$ cat config.mk
export PLATFORM = sky130hd
export DESIGN_NAME = scd_ctrl
export DESIGN_NICKNAME = d
export VERILOG_FILES = /design/src/sv/scd_pkg.sv /design/src/sv/scd_ctrl.sv
export VERILOG_INCLUDE_DIRS = /design/src /design/src/sv
export SDC_FILE = /design/constraint.sdc
export NUM_CORES = 1
export LEC_CHECK = 0
export BUFFER_PORTS_ARGS = -buffer_cell sky130_fd_sc_hd__buf_2
export CAP_MARGIN = 15
export CORE_AREA = 2 2 39 41
export DETAILED_ROUTE_END_ITERATION = 16
export DIE_AREA = 0 0 41 43
export PLACE_DENSITY_LB_ADDON = 0.25
export REMOVE_ABC_BUFFERS = 1
export SLEW_MARGIN = 20
export SYNTH_ARGS = -nofsm -noshare
export SYNTH_HDL_FRONTEND = slang
export SYNTH_SLANG_ARGS = --single-unit
$ cat constraint.sdc
create_clock -name aclk -period 0.9 [get_ports aclk]
set_input_delay 0.09 -clock aclk [delete_from_list [all_inputs] [get_ports aclk]]
set_output_delay 0.09 -clock aclk [all_outputs]
set_load 0.005 [all_outputs]
$ cat src/sv/assert_macros.svh
// Assertion macros shared by the chorus core modules.
// Each macro samples on aclk and is disabled while aresetn is low.
`ifndef ASSERT_MACROS_SVH
`define ASSERT_MACROS_SVH

// Same-cycle implication.
`define SCD_ASSERT_NOW(label, ante, cons, msg) \
    label: assert property (@(posedge aclk) disable iff (!aresetn) (ante) |-> (cons)) \
        else $error(msg);

// Next-cycle implication.
`define SCD_ASSERT_NEXT(label, ante, cons, msg) \
    label: assert property (@(posedge aclk) disable iff (!aresetn) (ante) |=> (cons)) \
        else $error(msg);

`endif

$ cat src/sv/scd_pkg.sv
// Shared types, constants and the sine table function of the chorus core.
// No dependencies; imported by the controller, the datapath and the top level.
package scd_pkg;

    localparam int CFG_IDX_W  = 4;
    localparam int CFG_DATA_W = 32;
    localparam int MAXD_W     = 12;
    localparam int GAIN_W     = 16;
    localparam int SINE_W     = 16;
    localparam int MAG_W      = 15;

    localparam logic [CFG_IDX_W-1:0] CFG_MAX_DELAY = 4'd0;
    localparam logic [CFG_IDX_W-1:0] CFG_PHASE_STEP = 4'd1;
    localparam logic [CFG_IDX_W-1:0] CFG_WET_GAIN  = 4'd2;
    localparam logic [CFG_IDX_W-1:0] CFG_SEND_MIX  = 4'd3;

    localparam logic [GAIN_W-1:0] WET_GAIN_RESET = 16'h8000;

    localparam logic [63:0] Q30_ONE = 64'd1 << 30;
    localparam logic [63:0] K1 = 64'd1686629713;
    localparam logic [63:0] K3 = 64'd693598668;
    localparam logic [63:0] K5 = 64'd85569306;
    localparam logic [63:0] K7 = 64'd5026994;
    localparam logic [63:0] K9 = 64'd172273;

    typedef struct packed {
        logic load;
        logic calc_delay;
        logic read;
        logic mult;
        logic finish;
    } scd_cmd_t;

    typedef struct packed {
        logic out_free;
    } scd_status_t;

    // Q0.15 magnitude of sin(pi/2 * m / 2^qbits), odd degree-9 polynomial in Q30.
    function automatic logic [MAG_W-1:0] sine_mag(input int unsigned m, input int unsigned qbits);
        logic [63:0] t;
        logic [63:0] t2;
        logic [63:0] p;
        logic [63:0] v;
        t  = 64'(m) << (30 - qbits);
        t2 = (t * t) >> 30;
        p  = K9;
        p  = K7 - ((t2 * p) >> 30);
        p  = K5 - ((t2 * p) >> 30);
        p  = K3 - ((t2 * p) >> 30);
        p  = K1 - ((t2 * p) >> 30);
        v  = (t * p) >> 30;
        v  = (v + (64'd1 << 14)) >> 15;
        if (v > 64'd32767) begin
            v = 64'd32767;
        end
        return v[MAG_W-1:0];
    endfunction

endpackage

$ cat src/sv/scd_ctrl.sv
// Frame sequencer of the chorus core: accept, delay, read, multiply, finish.
// Depends on scd_pkg for the command and status structs.
`include "assert_macros.svh"

module scd_ctrl import scd_pkg::*; (
    input  logic        aclk,
    input  logic        aresetn,
    input  logic        s_valid,
    output logic        s_ready,
    input  scd_status_t status,
    output scd_cmd_t    cmd
);

    typedef enum logic [2:0] {
        ST_IDLE,
        ST_DLY,
        ST_RD,
        ST_MUL,
        ST_SUM
    } state_t;

    state_t state_reg;
    state_t state_next;

    always_comb begin
        s_ready        = (state_reg == ST_IDLE) || ((state_reg == ST_SUM) && status.out_free);
        cmd.load       = s_valid && s_ready;
        cmd.calc_delay = (state_reg == ST_DLY);
        cmd.read       = (state_reg == ST_RD);
        cmd.mult       = (state_reg == ST_MUL);
        cmd.finish     = (state_reg == ST_SUM) && status.out_free;
    end

    always_comb begin
        state_next = state_reg;
        unique case (state_reg)
            ST_IDLE: begin
                if (cmd.load) begin
                    state_next = ST_DLY;
                end
            end
            ST_DLY: state_next = ST_RD;
            ST_RD:  state_next = ST_MUL;
            ST_MUL: state_next = ST_SUM;
            ST_SUM: begin
                if (status.out_free) begin
                    state_next = cmd.load ? ST_DLY : ST_IDLE;
                end
            end
            default: state_next = ST_IDLE;
        endcase
    end

    always_ff @(posedge aclk) begin
        if (!aresetn) begin
            state_reg <= ST_IDLE;
        end else begin
            state_reg <= state_next;
        end
    end

    `SCD_ASSERT_NEXT(a_load_starts, cmd.load, state_reg == ST_DLY, "accepted word did not start")
    `SCD_ASSERT_NEXT(a_stall_holds, (state_reg == ST_SUM) && !status.out_free, state_reg == ST_SUM, "left finish while output full")

endmodule

Yosys cells after proc, flatten, opt, wreduce, memory -nomap -nowiden
Index checks and enable logic that the tools add are counted.
{"block": "totals", "elab_cells": 16, "output_inout_bits": 6, "register_bits": 3}
{"block": "op_classes", "eq_ne": 6, "reduce_logical": 5, "muxes": 4}
{"op": "$pmux W3 S5", "n": 1}
{"op": "$eq A3 B2 Y1 const B", "n": 2}
{"op": "$mux W3", "n": 2}
{"op": "$ne A2 B2 Y1 const B", "n": 2}
{"op": "$eq A3 B1 Y1 const B", "n": 1}
{"op": "$eq A3 B3 Y1 const B", "n": 1}
{"op": "$logic_not A3 Y1", "n": 1}
{"op": "$logic_and A1 B1 Y1", "n": 2}
{"op": "$reduce_and A2 Y1", "n": 1}
{"op": "$logic_or A1 B1 Y1", "n": 1}
{"op": "$mux W1", "n": 1}

Depth between registers and ports, before layout
{"block": "depth", "word_depth": 7, "ltp_mapped": 3, "mapped_depth_nobuf": 2}

Worst setup path before layout
OpenSTA, ideal clock, no wires.
{"block": "synth_timing", "path_type": "reg-to-reg", "from": "register state_reg[1]", "to": "register state_reg[0]", "setup_slack_ns": -0.052, "path_buffers": 1, "arrival_time_ns": 0.849, "required_time_ns": 0.797, "synth_period_minus_slack_ns": 0.952, "setup_time_ns": 0.103, "stages_incl_launch_ff": 4, "path_cell_list": "dfxtp_1 -> buf_6 -> nand2b_4 -> a2111oi_2"}
{"block": "synth_via", "elab_chain_cells": 7}
{"item": "from (decl)", "line": "scd_ctrl.sv:22", "rtl": "state_t state_reg;"}
{"item": "from (signal assigned)", "line": "scd_ctrl.sv:58", "rtl": "state_reg <= state_next;"}
{"item": "$eq A3 B3 Y1", "line": "scd_ctrl.sv:26, scd_ctrl.sv:36"}
{"item": "$logic_and A1 B1 Y1", "line": "scd_ctrl.sv:26", "rtl": "s_ready = (state_reg == ST_IDLE) || ((state_reg == ST_SUM) && status.out_free);"}
{"item": "$logic_or A1 B1 Y1", "line": "scd_ctrl.sv:26"}
{"item": "$logic_and A1 B1 Y1", "line": "scd_ctrl.sv:27", "rtl": "cmd.load = s_valid && s_ready;"}
{"item": "$mux W1", "line": "scd_ctrl.sv:47", "rtl": "state_next = cmd.load ? ST_DLY : ST_IDLE;"}
{"item": "$mux W3", "line": "scd_ctrl.sv:46", "rtl": "if (status.out_free) begin"}
{"item": "$pmux W3 S5", "line": "scd_ctrl.sv:36", "rtl": "unique case (state_reg)"}
Several ways; a longest one is shown, not always the timed one. The select of a mux whose other input is x is not followed.
A chain may end at the register's enable or synchronous reset.

==> reports/metrics.yaml <==
die:
  die_w_um: 41
  die_area_sq_mm: 0.00176
  initial_core_util: 0.146
  die_h_um: 43
  ios: 10
  core_sq_mm: 0.00138
  rows: 14
hold_path:
  whs_endpoint: "state_reg[2]$_SDFFE_PN0P_"
  hold_class: "in -> reg"
  hold_depth: 2
  hold_start: "aresetn"
global_route:
  antenna_found_initial: 0
  track_usage: 0.0713
  grt_pass1_vias: 197
  grt_pass1_wl_um: 800
  overflow: 0
  grt_max_degree: 8
power_and_ir_drop:
  powerDensity_mw_per_mm2: 1510
  vdd_drop_max_mv: 0.489
  leakagePower_nw: 0.179
routing:
  routed_wl_um: 591
  wl_per_cell_um: 10.9
  detail-route-antenna-nets: 0
  drtIter0Drc: 0
  via_per_inst: 4.04
  first_pass_iters: 1
  drc: 0
  num_vias: 218
clock_network:
  cts_tree: "built"
  cts.sinks: 3
  cts_buffers: 3
  htreeDepth: 1
  clk-insertion-delay-late_ns: 0.23
  clk_pin_slew_worst_paths_ns: 0.04
  max-clock-path-buffers: 2
  cts_root_buffer: "clkbuf_4"
sta:
  layout_min_cycle_time_ns: 1.10
  setup_violations: 9
  relSlewSlack: 0.850
  rsz0062_at_grt: "yes"
  fin_skew_ns: 0.00222
  timing.fmax_mhz: 907
  fin_crit_sh: 1.23
  setup_tns_ns: -1.20
  finalWorstSetupSlack_ns: -0.203
  maxSlewViolCount: 0
  tightest_slew_ns: 0.224
  final-hold-violation-count: 0
critical_path:
  cpPeakStageDelay_ns: 0.36
  crit_slowest_cell: "dfxtp_4"
  rr_worst_depth: 3
  critPathKind: "reg -> out"
  r2r_slack_ns: -0.12
  crit_path_max_fanout: 5
  crit_family: "flip-flops"
  start_kind: "flop"
  critPathRequiredTime_ns: 0.81
  path_buf_inv: 1
  timing.rr.end: "state_reg[0]$_SDFFE_PN0P_"
  r2r-start: "state_reg[2]$_SDFFE_PN0P_"
  crit_chain: "nor2b_4 > and3b_1 > buf_2"
  arrival_ns: 1.01
  critPathCaptureType: "output port"
cells_and_area:
  antenna_cells: 0
  area_delta_synth_final_pct: 92.6
  fin_nets: 43
  post-route-util: 0.282
  fillerInstances: 163
  fin_cells: 54
  largest_reg_flops: 3
  drive_above_1_share: 0.763
run_status:
  violations: "setup timing"
  status: "finished with violations"
place:
  finalWeightedCongestion: 0.591
  dp.cells: 47
  dp_slack_ns: -0.103
  io_buffers: 9
synthesis:
  syn_area_sq_um: 203
  synthCells: 21
  ys.warnings.count: 0
  ys_ff_latch: 3
  yosysSeqAreaShare: 0.296
  synth_area_per_cell_sq_um: 9.65
  synth_cell_types: 14
job:
  maxCapViolations: 0
[final cells by class]
cell class | instances | area (sq um) | area share
clock buffers | 4 | 26.3 | 0.0673
inverters | 1 | 3.75 | 0.00962
multi-input cells | 15 | 168 | 0.429
flip-flops and latches | 3 | 71.3 | 0.183
well taps | 16 | 20.0 | 0.0513
repair buffers | 15 | 101 | 0.260
[layer usage]
metal | wire length, um | global-route usage | vias up
met5 | 0 | 0 | -
met4 | 0 | 0.0800 | 0
met2 | 285 | 0.0938 | 10
met3 | 53 | 0.0157 | 0
li1 | - | - | 108
met1 | 252 | 0.0836 | 100
[synth_stat cells]
cell	count	area share
nor2b_1	1	0.031
inv_1	1	0.019
nor4b_1	1	0.043
o21a_1	1	0.037
dfxtp_1	3	0.30
and3b_1	2	0.086
a2111oi_2	1	0.074
xnor2_1	1	0.043
buf_6	2	0.11
nand2b_4	1	0.068
nor2_1	2	0.037
and3_1	1	0.031
nor3b_1	2	0.074
nor3_1	2	0.049
[power breakdown]
group / internal [mW] / switching [mW]
Combinational: 0.112 / 0.0705
Sequential: 0.146 / 0.0270
Clock: 0.166 / 0.0689
Total: 0.423 / 0.166
[cell families (layout without fill, tap and decap cells)]
logic type,count (synthesis),count (layout),share of synthesized area
AO/OA/AOI/OAI,2,2,0.111
flip-flops,3,3,0.296
AND/OR/NAND/NOR,12,12,0.420
XOR/XNOR,1,1,0.0432
buffers and inverters,3,20,0.130
[worst register-to-register path, stage by stage, from the launching register on]
cell       delay, ns
dfxtp_4         0.35
buf_6           0.12
buf_4           0.13
a2111oi_4       0.32
[worst max path at each step]
stage                           endpoint  slack [ns]                      start  cells after the start
2_1_floorplan  state_reg[0]$_SDFFE_PN0P_       -0.02  state_reg[1]$_SDFFE_PN0P_                      2
3_3_place_gp   state_reg[0]$_SDFFE_PN0P_       -0.04  state_reg[1]$_SDFFE_PN0P_                      2
3_5_place_dp   state_reg[0]$_SDFFE_PN0P_       -0.10  state_reg[1]$_SDFFE_PN0P_                      2
4_1_cts                           cmd[4]       -0.21  state_reg[2]$_SDFFE_PN0P_                      3
5_1_grt                           cmd[2]       -0.24  state_reg[2]$_SDFFE_PN0P_                      3
6_report                          cmd[4]       -0.20  state_reg[2]$_SDFFE_PN0P_                      3
[stage by stage]
stage	total power, mW	instance area (sq um)	hold slack [ns]
3_5_place_dp	0.289	268	0.310
3_3_place_gp	0.285	268	0.311
2_1_floorplan	0.226	180	0.208
5_1_grt	0.629	390	0.0789
4_1_cts	0.598	369	0.0600
6_report	0.590	390	0.0708
[cells in the final DEF, fill, tap and decap left out, drive strengths merged]
| cell | instances |
|---|---|
| nor4b | 1 |
| nor2 | 2 |
| xnor2 | 1 |
| and3b | 2 |
| o21a | 1 |
| dfxtp | 3 |
| inv | 1 |
| buf | 15 |
| nand2b | 1 |
| nor2b | 1 |
| nor3b | 2 |
| clkbuf | 4 |
| nor3 | 2 |
| and3 | 1 |
| a2111oi | 1 |
[what timing repair did]
item / in CTS / in global routing
pin swaps: 4 / 3
buffers inserted: 2 / 1
cloned: 0 / 0
endpoints found under the setup margin: 9 / 9
hold buffers: 0 / 0
gates resized for setup: 15 / 4
(Power assumes the default switching activity.)
